[config.mk]
export PLATFORM = sky130hd
export DESIGN_NAME = riff_info_list_parser_core
export DESIGN_NICKNAME = d
export VERILOG_FILES = /design/src/hdl/rilp_pkg.sv /design/src/hdl/riff_info_list_parser_core.sv /design/src/hdl/rilp_parser.sv /design/src/hdl/rilp_out_queue.sv
export SDC_FILE = /design/constraint.sdc
export NUM_CORES = 1
export LEC_CHECK = 0
export BUFFER_PORTS_ARGS = -buffer_cell sky130_fd_sc_hd__clkbuf_2
export CORE_ASPECT_RATIO = 0.9
export CORE_UTILIZATION = 35
export CTS_BUF_LIST = sky130_fd_sc_hd__clkbuf_8
export DETAILED_ROUTE_END_ITERATION = 10
export HOLD_SLACK_MARGIN = 0.12
export REMOVE_ABC_BUFFERS = 1
export SETUP_SLACK_MARGIN = 0.3
export SLEW_MARGIN = 20
export SYNTH_ARGS = -nofsm -noshare
export SYNTH_HDL_FRONTEND = slang
export SYNTH_SLANG_ARGS = --single-unit
[constraint.sdc]
create_clock -name clk -period 11.2 [get_ports clk]
set_clock_uncertainty 0.2 [all_clocks]
set_input_delay 0.56 -clock clk [delete_from_list [all_inputs] [get_ports clk]]
set_output_delay 0.56 -clock clk [all_outputs]
set_load 0.01 [all_outputs]
[src/hdl/rilp_pkg.sv]
// Shared types, constants and helper functions of the RIFF INFO list parser.
package rilp_pkg;

    // Parser phases
    typedef enum logic [2:0] {
        PH_HALTED = 3'd0,
        PH_INFO   = 3'd1,
        PH_HDR    = 3'd2,
        PH_VALUE  = 3'd3,
        PH_PAD    = 3'd4
    } phase_t;

    // Field codes
    localparam logic [2:0] FIELD_INAM = 3'd0;
    localparam logic [2:0] FIELD_IART = 3'd1;
    localparam logic [2:0] FIELD_IPRD = 3'd2;
    localparam logic [2:0] FIELD_IGNR = 3'd3;
    localparam logic [2:0] FIELD_ICRD = 3'd4;
    localparam logic [2:0] FIELD_NONE = 3'd7;

    // Record kinds
    localparam logic KIND_BYTE = 1'b0;
    localparam logic KIND_END  = 1'b1;

    // Subchunk ids, first byte in the high bits
    localparam logic [31:0] ID_INFO = 32'h494E_464F;
    localparam logic [31:0] ID_INAM = 32'h494E_414D;
    localparam logic [31:0] ID_IART = 32'h4941_5254;
    localparam logic [31:0] ID_IPRD = 32'h4950_5244;
    localparam logic [31:0] ID_IGNR = 32'h4947_4E52;
    localparam logic [31:0] ID_ICRD = 32'h4943_5244;

    localparam logic [7:0] CHAR_ZERO = 8'h30;
    localparam logic [7:0] CHAR_NINE = 8'h39;

    // Output queue depth and pointer widths
    localparam int unsigned QUEUE_DEPTH = 4;
    localparam int unsigned QPTR_W      = $clog2(QUEUE_DEPTH);
    localparam int unsigned QCNT_W      = $clog2(QUEUE_DEPTH + 1);

    // One result record
    typedef struct packed {
        logic        kind;
        logic [2:0]  code;
        logic [7:0]  value_byte;
        logic [31:0] byte_index;
        logic [31:0] trimmed_length;
        logic [13:0] year_value;
        logic        last;
    } record_t;

    // Records produced by one accepted byte (zero, one or two)
    typedef struct packed {
        logic [1:0] count;
        record_t    rec0;
        record_t    rec1;
    } results_t;

    // Map a subchunk id to its field code
    function automatic logic [2:0] field_of(input logic [31:0] tag);
        logic [2:0] code;
        code = FIELD_NONE;
        if (tag == ID_INAM) code = FIELD_INAM;
        if (tag == ID_IART) code = FIELD_IART;
        if (tag == ID_IPRD) code = FIELD_IPRD;
        if (tag == ID_IGNR) code = FIELD_IGNR;
        if (tag == ID_ICRD) code = FIELD_ICRD;
        return code;
    endfunction

    // Byte of the list type id expected at header position idx
    function automatic logic [7:0] info_byte(input logic [1:0] idx);
        return ID_INFO[{~idx, 3'b000} +: 8];
    endfunction

endpackage

[src/hdl/riff_info_list_parser_core.sv]
// RIFF INFO list parser top level: stream ports, parser and output queue.
// Records enter the output queue when their byte is accepted and leave it on the master side.
// Throughput: one byte per cycle while tready is high; a byte that closes a text field
// gives two records, which leave the queue one at a time; a four-entry output queue
// absorbs them and tready drops while fewer than two entries are free.
// Reset (rst_n low, asynchronous): parser halted until a first byte, queue empty.
module riff_info_list_parser_core
(
    input  logic        clk,
    input  logic        rst_n,
    input  logic        s_axis_tvalid,
    output logic        s_axis_tready,
    input  logic [39:0] s_axis_tdata,   // [7:0] in_byte, [39:8] body_length
    input  logic [0:0]  s_axis_tuser,   // [0] first_flag
    output logic        m_axis_tvalid,
    input  logic        m_axis_tready,
    output logic [87:0] m_axis_tdata,   // [7:0] value_byte, [39:8] byte_index,
                                        // [71:40] trimmed_length, [85:72] year_value
    output logic [3:0]  m_axis_tuser,   // [0] record_kind, [3:1] field_code
    output logic        m_axis_tlast    // last_of_run
);

    logic               accept;
    logic               room;
    rilp_pkg::results_t res;
    rilp_pkg::record_t  out_rec;

    assign s_axis_tready = room;
    assign accept        = s_axis_tvalid && room;

    rilp_parser u_parser
    (
        .clk         (clk),
        .rst_n       (rst_n),
        .accept      (accept),
        .in_byte     (s_axis_tdata[7:0]),
        .first_flag  (s_axis_tuser[0]),
        .body_length (s_axis_tdata[39:8]),
        .res         (res)
    );

    rilp_out_queue u_queue
    (
        .clk       (clk),
        .rst_n     (rst_n),
        .push      (accept),
        .res       (res),
        .room      (room),
        .out_valid (m_axis_tvalid),
        .out_ready (m_axis_tready),
        .out_rec   (out_rec)
    );

    // Output packing
    assign m_axis_tdata = {2'b00, out_rec.year_value, out_rec.trimmed_length,
                           out_rec.byte_index, out_rec.value_byte};
    assign m_axis_tuser = {out_rec.code, out_rec.kind};
    assign m_axis_tlast = out_rec.last;

endmodule

[src/hdl/rilp_parser.sv]
// Byte-wise RIFF INFO list parser state and record generation.
module rilp_parser
(
    input  logic                clk,
    input  logic                rst_n,
    input  logic                accept,
    input  logic [7:0]          in_byte,
    input  logic                first_flag,
    input  logic [31:0]         body_length,
    output rilp_pkg::results_t  res
);

    rilp_pkg::phase_t phase_reg, phase_next;
    logic [2:0]  hc_reg, hc_next;
    logic [32:0] pos_reg, pos_next;
    logic [31:0] total_reg, total_next;
    logic [31:0] tag_reg, tag_next;
    logic [31:0] size_reg, size_next;
    logic [31:0] count_reg, count_next;
    logic [31:0] nonnull_reg, nonnull_next;
    logic [2:0]  field_reg, field_next;
    logic [13:0] year_reg, year_next;
    logic        year_ok_reg, year_ok_next;

    // State registers
    always_ff @(posedge clk or negedge rst_n)
    begin
        if (!rst_n)
        begin
            phase_reg   <= rilp_pkg::PH_HALTED;
            hc_reg      <= '0;
            pos_reg     <= '0;
            total_reg   <= '0;
            tag_reg     <= '0;
            size_reg    <= '0;
            count_reg   <= '0;
            nonnull_reg <= '0;
            field_reg   <= '0;
            year_reg    <= '0;
            year_ok_reg <= 1'b1;
        end
        else
        begin
            phase_reg   <= phase_next;
            hc_reg      <= hc_next;
            pos_reg     <= pos_next;
            total_reg   <= total_next;
            tag_reg     <= tag_next;
            size_reg    <= size_next;
            count_reg   <= count_next;
            nonnull_reg <= nonnull_next;
            field_reg   <= field_next;
            year_reg    <= year_next;
            year_ok_reg <= year_ok_next;
        end
    end

    rilp_pkg::phase_t eff_phase;
    logic [2:0]  eff_hc;
    logic [32:0] eff_pos;
    logic [31:0] eff_total;
    logic [32:0] pos_inc;
    logic        bnd_halt;
    logic [31:0] size_hdr;
    logic [33:0] padded_end;
    logic [31:0] cnt_inc;
    logic [31:0] nonnull_new;
    logic [13:0] year_new;
    logic        year_ok_new;
    logic        is_digit;
    logic [3:0]  digit;
    logic        text_end;
    logic        date_end;
    rilp_pkg::record_t byte_rec;
    rilp_pkg::record_t end_rec;

    // Next state and records
    always_comb
    begin
        phase_next   = phase_reg;
        hc_next      = hc_reg;
        pos_next     = pos_reg;
        total_next   = total_reg;
        tag_next     = tag_reg;
        size_next    = size_reg;
        count_next   = count_reg;
        nonnull_next = nonnull_reg;
        field_next   = field_reg;
        year_next    = year_reg;
        year_ok_next = year_ok_reg;
        res          = '0;

        // A first byte restarts the list
        if (first_flag)
        begin
            eff_phase = (body_length < 32'd4) ? rilp_pkg::PH_HALTED : rilp_pkg::PH_INFO;
            eff_hc    = '0;
            eff_pos   = '0;
            eff_total = body_length;
        end
        else
        begin
            eff_phase = phase_reg;
            eff_hc    = hc_reg;
            eff_pos   = pos_reg;
            eff_total = total_reg;
        end

        pos_inc  = eff_pos + 33'd1;
        // Halt at a subchunk boundary when fewer than 8 bytes remain
        bnd_halt = ({1'b0, pos_inc} + 34'd8) > {2'b00, eff_total};

        // Header size with the current byte placed in its lane
        size_hdr = size_reg;
        size_hdr[{eff_hc[1:0], 3'b000} +: 8] = in_byte;
        padded_end = {1'b0, pos_inc} + {2'b00, size_hdr} + {33'd0, size_hdr[0]};

        // Value byte bookkeeping
        cnt_inc     = count_reg + 32'd1;
        nonnull_new = (in_byte != 8'd0) ? cnt_inc : nonnull_reg;
        is_digit    = (in_byte >= rilp_pkg::CHAR_ZERO) && (in_byte <= rilp_pkg::CHAR_NINE);
        digit       = in_byte[3:0];
        year_new    = year_reg;
        year_ok_new = year_ok_reg;
        if (field_reg == rilp_pkg::FIELD_ICRD && count_reg < 32'd4)
        begin
            if (is_digit)
                year_new = {year_reg[10:0], 3'b000} + {year_reg[12:0], 1'b0}
                           + {10'd0, digit};
            else
                year_ok_new = 1'b0;
        end
        text_end = (field_reg <= rilp_pkg::FIELD_IGNR) && (nonnull_new != 32'd0);
        date_end = (field_reg == rilp_pkg::FIELD_ICRD) && (size_reg >= 32'd4)
                   && year_ok_new && (year_new != 14'd0);

        byte_rec                = '0;
        byte_rec.kind           = rilp_pkg::KIND_BYTE;
        byte_rec.code           = field_reg;
        byte_rec.value_byte     = in_byte;
        byte_rec.byte_index     = count_reg;

        end_rec                 = '0;
        end_rec.kind            = rilp_pkg::KIND_END;
        end_rec.code            = field_reg;
        end_rec.trimmed_length  = nonnull_new;
        end_rec.year_value      = date_end ? year_new : 14'd0;
        end_rec.last            = 1'b1;

        if (accept)
        begin
            if (first_flag)
            begin
                phase_next = eff_phase;
                hc_next    = eff_hc;
                pos_next   = eff_pos;
                total_next = eff_total;
            end
            if (eff_phase != rilp_pkg::PH_HALTED)
            begin
                pos_next = pos_inc;
                unique case (eff_phase)
                    rilp_pkg::PH_HALTED:
                    begin
                        phase_next = rilp_pkg::PH_HALTED;
                    end
                    rilp_pkg::PH_INFO:
                    begin
                        if (in_byte != rilp_pkg::info_byte(eff_hc[1:0]))
                            phase_next = rilp_pkg::PH_HALTED;
                        else if (eff_hc == 3'd3)
                        begin
                            phase_next = bnd_halt ? rilp_pkg::PH_HALTED : rilp_pkg::PH_HDR;
                            hc_next    = '0;
                            tag_next   = '0;
                            size_next  = '0;
                        end
                        else
                            hc_next = eff_hc + 3'd1;
                    end
                    rilp_pkg::PH_HDR:
                    begin
                        hc_next = eff_hc + 3'd1;
                        if (!eff_hc[2])
                            tag_next = {tag_reg[23:0], in_byte};
                        else
                            size_next = size_hdr;
                        if (eff_hc == 3'd7)
                        begin
                            if (padded_end > {2'b00, eff_total})
                                phase_next = rilp_pkg::PH_HALTED;
                            else
                            begin
                                field_next   = rilp_pkg::field_of(tag_reg);
                                count_next   = '0;
                                nonnull_next = '0;
                                year_next    = '0;
                                year_ok_next = 1'b1;
                                if (size_hdr == 32'd0)
                                begin
                                    phase_next = bnd_halt ? rilp_pkg::PH_HALTED
                                                          : rilp_pkg::PH_HDR;
                                    hc_next    = '0;
                                    tag_next   = '0;
                                    size_next  = '0;
                                end
                                else
                                    phase_next = rilp_pkg::PH_VALUE;
                            end
                        end
                    end
                    rilp_pkg::PH_VALUE:
                    begin
                        count_next   = cnt_inc;
                        nonnull_next = nonnull_new;
                        year_next    = year_new;
                        year_ok_next = year_ok_new;
                        if (field_reg <= rilp_pkg::FIELD_IGNR)
                        begin
                            res.count     = 2'd1;
                            res.rec0      = byte_rec;
                            res.rec0.last = 1'b1;
                        end
                        if (cnt_inc == size_reg)
                        begin
                            // End of field record
                            if (text_end)
                            begin
                                res.count     = 2'd2;
                                res.rec0.last = 1'b0;
                                res.rec1      = end_rec;
                            end
                            else if (date_end)
                            begin
                                res.count = 2'd1;
                                res.rec0  = end_rec;
                            end
                            if (size_reg[0])
                                phase_next = rilp_pkg::PH_PAD;
                            else
                            begin
                                phase_next = bnd_halt ? rilp_pkg::PH_HALTED
                                                      : rilp_pkg::PH_HDR;
                                hc_next    = '0;
                                tag_next   = '0;
                                size_next  = '0;
                            end
                        end
                    end
                    rilp_pkg::PH_PAD:
                    begin
                        phase_next = bnd_halt ? rilp_pkg::PH_HALTED : rilp_pkg::PH_HDR;
                        hc_next    = '0;
                        tag_next   = '0;
                        size_next  = '0;
                    end
                    default:
                    begin
                        phase_next = rilp_pkg::PH_HALTED;
                    end
                endcase
            end
        end
    end

endmodule

[src/hdl/rilp_out_queue.sv]
// Small output queue that takes up to two records per cycle and delivers one when out_ready is high.
module rilp_out_queue
(
    input  logic               clk,
    input  logic               rst_n,
    input  logic               push,
    input  rilp_pkg::results_t res,
    output logic               room,
    output logic               out_valid,
    input  logic               out_ready,
    output rilp_pkg::record_t  out_rec
);

    rilp_pkg::record_t mem [rilp_pkg::QUEUE_DEPTH];

    logic [rilp_pkg::QPTR_W-1:0] wr_ptr_reg, wr_ptr_next;
    logic [rilp_pkg::QPTR_W-1:0] rd_ptr_reg, rd_ptr_next;
    logic [rilp_pkg::QCNT_W-1:0] cnt_reg, cnt_next;
    logic [rilp_pkg::QPTR_W-1:0] wr_ptr_plus;
    logic [rilp_pkg::QCNT_W-1:0] push_cnt;
    logic                        pop;

    assign wr_ptr_plus = wr_ptr_reg + rilp_pkg::QPTR_W'(1);
    assign push_cnt    = push ? rilp_pkg::QCNT_W'(res.count) : '0;
    assign pop         = out_valid && out_ready;

    // Room for a full pair of records from the next byte
    assign room      = cnt_reg <= rilp_pkg::QCNT_W'(rilp_pkg::QUEUE_DEPTH - 2);
    assign out_valid = cnt_reg != '0;
    assign out_rec   = mem[rd_ptr_reg];

    // Pointer and count update
    always_comb
    begin
        wr_ptr_next = wr_ptr_reg + push_cnt[rilp_pkg::QPTR_W-1:0];
        rd_ptr_next = pop ? rd_ptr_reg + rilp_pkg::QPTR_W'(1) : rd_ptr_reg;
        cnt_next    = cnt_reg + push_cnt - (pop ? rilp_pkg::QCNT_W'(1) : rilp_pkg::QCNT_W'(0));
    end

    always_ff @(posedge clk or negedge rst_n)
    begin
        if (!rst_n)
        begin
            wr_ptr_reg <= '0;
            rd_ptr_reg <= '0;
            cnt_reg    <= '0;
        end
        else
        begin
            wr_ptr_reg <= wr_ptr_next;
            rd_ptr_reg <= rd_ptr_next;
            cnt_reg    <= cnt_next;
        end
    end

    // Record storage
    always_ff @(posedge clk)
    begin
        if (push && res.count != 2'd0)
            mem[wr_ptr_reg] <= res.rec0;
        if (push && res.count == 2'd2)
            mem[wr_ptr_plus] <= res.rec1;
    end

endmodule

## Word-level counts from Yosys, hierarchy flattened

Memory sizes are Yosys's and may differ from the RTL's.
Cells that the tools add are included.
Widths: inputs -> output; s select.

| cells by class | value |
|---|---|
| add/subtract/negate cells | 14 |
| order comparisons | 9 |
| eq/ne operators | 21 |
| shifts and indexed selects | 3 |
| muxes and demuxes | 82 |
| bitwise logic cells | 2 |
| reductions and logical operators | 26 |

Operators with widths:

| kind | number |
|---|---|
| $mux 184 | 4 |
| $mux 32 | 18 |
| $pmux 32 s4 | 2 |
| $mux 92 | 2 |
| $eq 32x31->1 const B | 5 |
| $pmux 32 s2 | 2 |
| $mux 33 | 3 |
| $mux 91 | 1 |
| $mux 90 | 1 |
| $mux 3 | 25 |
| $mux 14 | 5 |
| $gt 34x32->1 | 2 |
| $lt 32x3->1 const B | 2 |
| $add 33x32->34 | 1 |
| $add 33x4->34 const B | 1 |
| $add 34x1->34 | 1 |
| $add 33x1->33 const B | 1 |
| $add 32x1->32 const B | 1 |
| $bwmux 32 | 1 |
| $eq 32x32->1 | 1 |
| $ge 32x3->1 const B | 1 |
| $logic_not 32->1 | 1 |
| $reduce_bool 32->1 | 1 |
| $shift 8x7->32 const A | 1 |
| other kinds (37) | 74 |

| word-level totals | value |
|---|---|
| register bits after elaboration | 224 |
| RAM bits | 364 |
| bits of input ports | 45 |
| output and inout bits | 95 |
| logic and storage cells | 173 |
| memories kept | 1 |

Memory list:

| name | words | width | rd ports | clocked after Yosys merged registers in | wr ports | RTL line | source |
|---|---|---|---|---|---|---|---|
| u_queue.mem | 4 | 91 | 1 | 0 | 2 | rilp_out_queue.sv:14 | `rilp_pkg::record_t mem [rilp_pkg::QUEUE_DEPTH];` |

## Logic depth before layout (Yosys ltp)

Gate-level depths: netlist of the first run.

| logic depth | value |
|---|---|
| word-level depth | 17 |
| mapped depth | 38 |

## Hierarchy

A second synthesis of the first run with hierarchy kept.

| unflattened totals | value |
|---|---|
| cell total of the unflattened synthesis | 3382 |
| area total of the unflattened synthesis | 38542.0 sq um |

Modules (own cells, without submodules):

| module | instances | cells an instance | area an instance (sq um) | seq. area each (sq um) |
|---|---|---|---|---|
| rilp_parser | 1 | 2456 | 20188.1 | 5431.5 |
| rilp_out_queue | 1 | 922 | 18328.8 | 11105.7 |
| riff_info_list_parser_core | 1 | 4 | 25.0 | 0.0 |

## Worst setup path before layout of the first run

OpenSTA, ideal clock, no wires.

| timing path | value |
|---|---|
| path type | input-to-reg |
| start | input s_axis_tuser |
| end | register u_parser.field_reg[1] |
| setup time | 125 ps |
| data arrival time | 8093 ps |
| setup slack | 2783 ps |
| stages | 37 |
| cells stage by stage | buf_2 -> buf_2 -> buf_2 -> buf_1 -> clkbuf_1 -> clkbuf_1 -> buf_1 -> nor2b_1 -> ha_1 -> clkbuf_2 -> inv_1 -> or4_1 -> clkbuf_1 -> xnor2_2 -> ha_1 -> a21o_1 -> a21o_1 -> a21o_1 -> a2111oi_0 -> o31a_1 -> nor2_1 -> o21a_1 -> o21ai_0 -> or4b_2 -> o311ai_0 -> ha_1 -> nand4_1 -> nor3_1 -> nand4_1 -> a21boi_0 -> a31oi_1 -> o21a_1 -> and4bb_1 -> o21ai_0 -> nor2_1 -> clkbuf_1 -> mux2_2 |

| between the ends | value |
|---|---|
| cells in the longest elaborated chain, start to end | 9 |
| elaborated cells on any way between the ends | 17 |
| classes of those cells | 4 x add/sub; 1 x order compare; 2 x eq/ne; 2 x shift; 5 x mux; 1 x bitwise; 2 x reduce/logical |

Ends and longest elaborated chain:

| what | RTL line | source |
|---|---|---|
| start, declared | riff_info_list_parser_core.sv:14 | `input logic [0:0] s_axis_tuser,` |
| $mux 3 | rilp_parser.sv:94 | `if (first_flag)` |
| $neg 5->7 | rilp_parser.sv:115 | `size_hdr[{eff_hc[1:0], 3'b000} +: 8] = in_byte;` |
| $shiftx 8x7->32 or $shift 8x7->32 (tied branches) | rilp_parser.sv:115 |  |
| $bwmux 32 | rilp_parser.sv:115 |  |
| $add 33x32->34 | rilp_parser.sv:116 | `padded_end = {1'b0, pos_inc} + {2'b00, size_hdr} + {33'd0, size_hdr[0]};` |
| $add 34x1->34 | rilp_parser.sv:116 |  |
| $gt 34x32->1 | rilp_parser.sv:190 | `if (padded_end > {2'b00, eff_total})` |
| $not 1->1 (no line) | n/a |  |
| $reduce_and 5->1 (no line) (*) | n/a |  |
| end signal, assigned | rilp_parser.sv:52 | `field_reg <= field_next;` |
| end, declared | rilp_parser.sv:21 | `logic [2:0] field_reg, field_next;` |

Mark *: on every way between the ends. The rest lies on a longest branch, timed or not.
A chain may end at the register's enable or synchronous reset.

## Final worst setup path of the first run

| timing path | value |
|---|---|
| start | register u_parser.hc_reg[0] |
| end | register u_parser.field_reg[2] |

| between the ends | value |
|---|---|
| cells in the longest elaborated chain, start to end | 9 |
| elaborated cells on any way between the ends | 11 |
| classes of those cells | 3 x add/sub; 1 x order compare; 1 x eq/ne; 2 x shift; 2 x mux; 1 x bitwise; 1 x reduce/logical |

Ends and longest elaborated chain:

| what | RTL line | source |
|---|---|---|
| start, declared | rilp_parser.sv:14 | `logic [2:0] hc_reg, hc_next;` |
| start signal, assigned | rilp_parser.sv:45 | `hc_reg <= hc_next;` |
| $mux 3 (*) | rilp_parser.sv:94 |  |
| $neg 5->7 | rilp_parser.sv:115 |  |
| $shiftx 8x7->32 or $shift 8x7->32 (tied branches) | rilp_parser.sv:115 |  |
| $bwmux 32 | rilp_parser.sv:115 |  |
| $add 33x32->34 | rilp_parser.sv:116 |  |
| $add 34x1->34 | rilp_parser.sv:116 |  |
| $gt 34x32->1 | rilp_parser.sv:190 |  |
| $not 1->1 (no line) | n/a |  |
| $reduce_and 5->1 (no line) (*) | n/a |  |

Marks and branches as above.

==> run_results.csv, run 1 <==
group,metric,value,unit
clock_network,clk_latency,0.77,ns
placed_design,gp_congestion,0.975,
clock_network,cts_buffers,100,
timing,finalCritPeriodShare,0.790,
worst_setup_path,critPathCaptureType,"register",
grt,grt_pass1_wl,168000,µm
job,cap_violations,0,
worst_hold_path,min_path_type,"input pin to register",
floorplanning,start_util,0.354,
worst_setup_path,worst_r2r_path_depth,28,
worst_setup_path,slowest_delay,0.83,ns
finish,n_fill_cell,9483,
floorplanning,core_area,0.0968,mm²
route,drt_wl_total,110000,µm
worst_setup_path,crit_path_top_delay_cell,"nor2_1",
finish,largest_register_ffs,364,
placed_design,post_dp_cell_area,0.0360,mm²
synthesis,synth-edff-count,204,
grt,grtUsageMet1,0.303,
worst_setup_path,crit_fanout,14,
clock_network,clock-root-buffer,"clkbuf_8",
synthesis,synth_cell_types,118,
synthesis,synth-main-ff-cell,"dfrtp_1",
finish,final_common_cell,"nor2_1",
route,first_pass_iters,6,
grt,grt.busiest_layer,"met2",
clock_network,cts_tree,"built",
grt,grt_util_met2,0.347,
finish,instances_no_fill,4911,
worst_setup_path,crit_buf_inv,2,
timing,fmax,113,MHz
floorplanning,fp-row-count,108,
worst_hold_path,worstHoldPathCells,3,
worst_setup_path,regToRegEndpoint,"u_parser.field_reg[2]",
worst_setup_path,cp-start-kind,"register",
finish,multi_input_area,0.0181,mm²
grt,first_global_vias,27000,
run_status,outcome,"finished clean",
clock_network,cts_buffer_depth,3,
timing,fin_setup_tns,0,ns
worst_setup_path,worstSetupPathType,"register to register",
timing,slew_headroom,0.251,
placed_design,dp_cells,4687,
synthesis,syn_area_per_cell,9.88,µm²
worst_setup_path,critical_path_depth,28,
grt,grt_antenna_before_repair,3,
finish,design_area,0.0387,mm²
worst_setup_path,critPathRequiredTime,11.62,ns
route,drcViolationCount,0,
finish,layout.area.seq,0.0149,mm²
worst_hold_path,hp-start,"s_axis_tdata[0]",
floorplanning,ios,140,
finish,layout.nets,3745,
placed_design,port_buffers,137,
timing,rsz0062_at_grt,"false",
synthesis,yosysSeqAreaShare,0.436,
finish,drive_gt1_frac,0.154,
clock_network,cts_setup_buffers,0,
worst_setup_path,critPathTopFamily,"simple AND/OR/NAND/NOR gates",
worst_setup_path,rr_startpoint,"u_parser.hc_reg[0]",
clock_network,numClockSinks,588,
power,p_per_area,139,mW/mm²
worst_hold_path,hold_end,"u_parser.year_reg[0]",
route,via_count,28200,
clock_network,h-tree-depth,3,
finish,final_cell_mix,"357 x nor2_1, 347 x nand2_1, 244 x o21ai_0",
placed_design,hpwl,75500,µm
synthesis,yosys_warnings,0,
worst_setup_path,r2r_slack,2.35,ns
power,leakage,15.0,nW
power,p_total,5.36,mW
power,peakVddDrop,0.000123,V
synthesis,syn_area,0.0343,mm²
timing,tightest_slew,1.12,ns
route,drt_iter0_drc,2680,
finish,syn_to_final_growth,12.8,%
floorplanning,die_y,299,µm
grt,overflow,0,
route,wl_per_cell,22.4,µm
worst_setup_path,worst_ep_arrival_time,9.27,ns
clock_network,cts.clk_slew.worst_paths,0.07,ns
timing,fin_crit,8.85,ns
timing,slew_viol_final,0,
route,ant_nets,0,
synthesis,ys_seq_elements,588,
route,viasPerCell,5.75,
floorplanning,die_w,332,µm
floorplanning,dieArea,0.0992,mm²
timing,finalHoldViolations,0,
grt,grt_max_degree,84,
grt,met3_usage,0.0320,
synthesis,synthCells,3469,
grt,grt_use_total,0.217,
synthesis,postSynth.asyncResetShare,0.381,
timing,setup_violations,0,
-- worst max path at each step --
stage                                  start                     to
after floorplan                 s_axis_tuser    u_parser.tag_reg[0]
after global placement          s_axis_tuser  u_parser.field_reg[2]
after detailed placement        s_axis_tuser  u_parser.field_reg[2]
after CTS                 u_parser.hc_reg[0]  u_parser.field_reg[2]
after global routing      u_parser.hc_reg[0]  u_parser.field_reg[0]
final                     u_parser.hc_reg[0]  u_parser.field_reg[2]
-- through the flow --
stage	hold WS (ns)	utilization	setup WS (ns)
finish	0.220	0.400	2.35
global route	0.200	0.400	1.72
CTS	0.142	0.400	2.47
detailed placement	0.259	0.372	2.07
global placement	0.257	0.372	2.23
floorplan	0.0644	-	3.36
-- layer usage --
layer / up-vias / wire length (µm)
li1: 13100 / -
met1: 13900 / 49100
met2: 1052 / 51100
met3: 196 / 7030
met4: 2 / 2910
met5: - / 12
-- timing repair --
action | CTS | global route
endpoints found under the hold margin | 122 | 0
gates resized for setup | 0 | 0
hold buffers | 41 | 0
-- cells in the mapped netlist (all sizes together), types with 61 or more instances --
master / count / area (µm²)
nor2: 363 / 1390
clkbuf: 150 / 573
nor2b: 67 / 419
nor4: 61 / 512
dfxtp: 160 / 3200
ha: 131 / 1640
o21ai: 254 / 1270
dfrtp: 223 / 5580
a22o: 153 / 1340
xnor2: 97 / 857
nor3: 71 / 390
buf: 83 / 457
nand2: 353 / 1330
nand4: 64 / 462
nand3: 109 / 561
a21oi: 177 / 897
edfxtp: 204 / 6130
inv: 92 / 345
mux4: 91 / 2050
-- power breakdown --
group	leakage (nW)	internal (mW)	switching, mW
Sequential	5.73	2.28	0.107
Combinational	7.97	0.326	0.432
Clock	1.26	1.25	0.962
Total	15.0	3.86	1.50
-- cells by family after synthesis --
| family | Yosys count | share of synthesized area |
|---|---|---|
| muxes | 187 | 0.0892 |
| buffers and inverters | 326 | 0.0402 |
| and+or+nand+nor | 1264 | 0.186 |
| adders and majority gates | 135 | 0.0501 |
| other | 1 | 0.000109 |
| DFF | 588 | 0.436 |
| AOI/OAI and AO/OA | 823 | 0.160 |
| xor gates and xnor gates | 145 | 0.0389 |
-- worst reg2reg max path: cells and delay by family (launching register included) --
| kind | cells | cell delay, ns |
|---|---|---|
| AO/OA/AOI/OAI | 12 | 2.85 |
| adder cells (fa/ha/maj) | 3 | 1.29 |
| multiplexers | 1 | 0.42 |
| flip-flops | 1 | 0.46 |
| AND/OR/NAND/NOR | 9 | 2.89 |
| buffers and inverters | 2 | 0.49 |
| XOR/XNOR | 1 | 0.15 |
-- layout make-up --
cell class	count	share of cell area
clock inverters	63	0.0167
clock buffers	118	0.0420
repair buffers	226	0.0381
multi-input cells	2556	0.467
well taps	1265	0.0409
inverters	93	0.00903
flip-flops and latches	588	0.386
diodes	2	0.000129
Power figures use the tool's default switching activity.
==> run 2: changes to the inputs <==
clock period = 7.86 ns   (was 11.2 ns; I/O delays follow)
==> run 2 against run 1 <==
  * Clock power rose by 33%
  * Combinational power is 44% higher
  * Critical endpoint is now u_parser.size_reg[5]
  * Clock-buffer cell count increased by 6
  * Sequential cell count unchanged
==> run_results.csv, run 2 (synthesized netlist as in run 1, its figures left out) <==
group,metric,value,unit
route,drt-met1-wl,49200,µm
route,wl_met2,51600,µm
floorplanning,fp-row-count,108,
timing,finalHoldViolations,0,
finish,layout.area.seq,0.0149,mm²
finish,drive_gt1_frac,0.172,
worst_hold_path,hold_end,"u_parser.total_reg[12]",
clock_network,cts_buffer_depth,3,
timing,finalCritPeriodShare,0.909,
route,ant_nets,0,
worst_setup_path,crit_fanout,29,
worst_setup_path,worst_r2r_path_depth,28,
finish,syn_to_final_growth,14.3,%
floorplanning,start_util,0.354,
floorplanning,ios,140,
clock_network,h-tree-depth,3,
grt,grt_use_total,0.219,
worst_setup_path,worstSetupPathType,"register to register",
job,cap_violations,0,
finish,final_cell_mix,"356 x nor2_1, 347 x nand2_1, 242 x o21ai_0",
route,drt_wl_total,111000,µm
placed_design,port_buffers,137,
placed_design,gp_congestion,0.970,
finish,n_fill_cell,9566,
timing,fmax,140,MHz
grt,grt_max_degree,126,
clock_network,cts.clk_slew.worst_paths,0.06,ns
run_status,outcome,"finished clean",
finish,multi_input_area,0.0182,mm²
route,drt_iter0_drc,2882,
route,routed.top_layer,"met5",
grt,first_global_vias,27500,
worst_hold_path,min_path_type,"input pin to register",
timing,slew_headroom,0.267,
worst_setup_path,critPathRequiredTime,8.27,ns
grt,grt_antenna_before_repair,4,
timing,holdWs,0.266,ns
clock_network,cts_tree,"built",
route,dr_wl_met3,7430,µm
worst_setup_path,cpMostUsedCell,"a21o_1",
worst_hold_path,worstHoldPathCells,3,
timing,fin_setup_tns,0,ns
floorplanning,die_y,299,µm
grt,overflow,0,
finish,fin_util,0.405,
finish,largest_register_ffs,364,
power,p_per_area,190,mW/mm²
placed_design,hpwl,77300,µm
clock_network,cts_buffers,101,
worst_setup_path,critPathCaptureType,"register",
floorplanning,dieArea,0.0992,mm²
route,first_pass_iters,6,
timing,rsz0062_at_grt,"false",
floorplanning,core_area,0.0968,mm²
worst_setup_path,slowest_delay,0.60,ns
timing,slew_viol_final,0,
worst_setup_path,rr_startpoint,"u_parser.pos_reg[0]",
route,wl_per_cell,22.4,µm
clock_network,clk_latency,0.76,ns
power,leakage,15.2,nW
timing,setup_violations,0,
power,peakVddDrop,0.000194,V
worst_setup_path,r2r_slack,0.72,ns
worst_setup_path,worst_ep_arrival_time,7.56,ns
floorplanning,die_w,332,µm
finish,layout.nets,3804,
clock_network,clock-root-buffer,"clkbuf_8",
route,viasPerCell,5.74,
worst_setup_path,cp-start-kind,"register",
route,via_count,28600,
worst_hold_path,hp-start,"s_axis_tdata[20]",
worst_setup_path,regToRegEndpoint,"u_parser.size_reg[5]",
finish,final_common_cell,"nor2_1",
timing,tightest_slew,1.09,ns
grt,grt_pass1_wl,170000,µm
worst_setup_path,crit_path_top_delay_cell,"or4_4",
clock_network,numClockSinks,588,
power,p_total,7.44,mW
timing,fin_crit,7.14,ns
route,drcViolationCount,0,
## run 2: changes by cell type in the layout (fill, tap and decap cells not counted), moves of 3 or more
cell           previous run  this run
inv_1                   118       122
ha_1                    131       127
clkbuf_8                118       124
dfrtp_1                 220       216
buf_12                    0         5
ha_2                      0         4
bufinv_16                12         4
dlygate4sd3_1            41        45
clkinv_1                  2         5
dfrtp_2                   1         5
buf_4                    48        97
o22ai_2                   0         4
o22ai_1                  22        18
## run 2: report_power, final
part | internal (mW) | switching (mW)
registers | 3.25 | 0.171
logic | 0.482 | 0.605
clock network | 1.58 | 1.36
## run 2: layer usage
layer / up-vias / global-route usage
met1: 14100 / 0.304
li1: 13200 / -
met5: - / 0
met3: 214 / 0.0334
met2: 1116 / 0.348
met4: 2 / 0.0737
## run 2: area by class of cell
class | instances | share of cell area
multi-input cells | 2556 | 0.463
flip-flops and latches | 588 | 0.381
repair buffers | 284 | 0.0509
clock buffers | 124 | 0.0435
well taps | 1265 | 0.0404
clock inverters | 62 | 0.0113
inverters | 93 | 0.00890
diodes | 2 | 0.000128
## run 2: worst max-delay path, delay by kind of cell, from the launching register on
family          cells  cell delay (ns)
compound gates     14             2.86
simple gates        8             2.13
fa+ha+maj           3             0.79
flops               1             0.44
buf+inv             2             0.35
xor+xnor            1             0.23
## run 2: worst max path at each step
stage                        startpoint               endpoint  slack, ns  cells after the start
floorplan            u_parser.hc_reg[0]    u_parser.tag_reg[0]       0.12                     28
global placement           s_axis_tuser  u_parser.field_reg[2]       0.41                     29
detailed placement         s_axis_tuser  u_parser.field_reg[0]       0.21                     28
CTS                 u_parser.pos_reg[0]  u_parser.size_reg[17]       0.32                     28
global route        u_parser.pos_reg[0]   u_parser.size_reg[8]       0.31                     28
finish              u_parser.pos_reg[0]   u_parser.size_reg[5]       0.72                     28
## run 2: timing repair
item	in CTS	in global routing
setup buffers	0	6
hold buffers	46	0
hold endpoints to repair	168	0
gates resized for setup	1	30
pin swaps	0	7
setup endpoints to repair	3	150
## run 2: per-stage QoR
| stage | area [µm²] | setup WS [ns] | cells |
|---|---|---|---|
| finish | 39200 | 0.718 | 4974 |
| global route | 39200 | 0.313 | 4974 |
| CTS | 39000 | 0.323 | 4966 |
| detailed placement | 36400 | 0.209 | 4734 |
| global placement | 36400 | 0.414 | 4734 |
| floorplan | 33300 | 0.123 | 3237 |
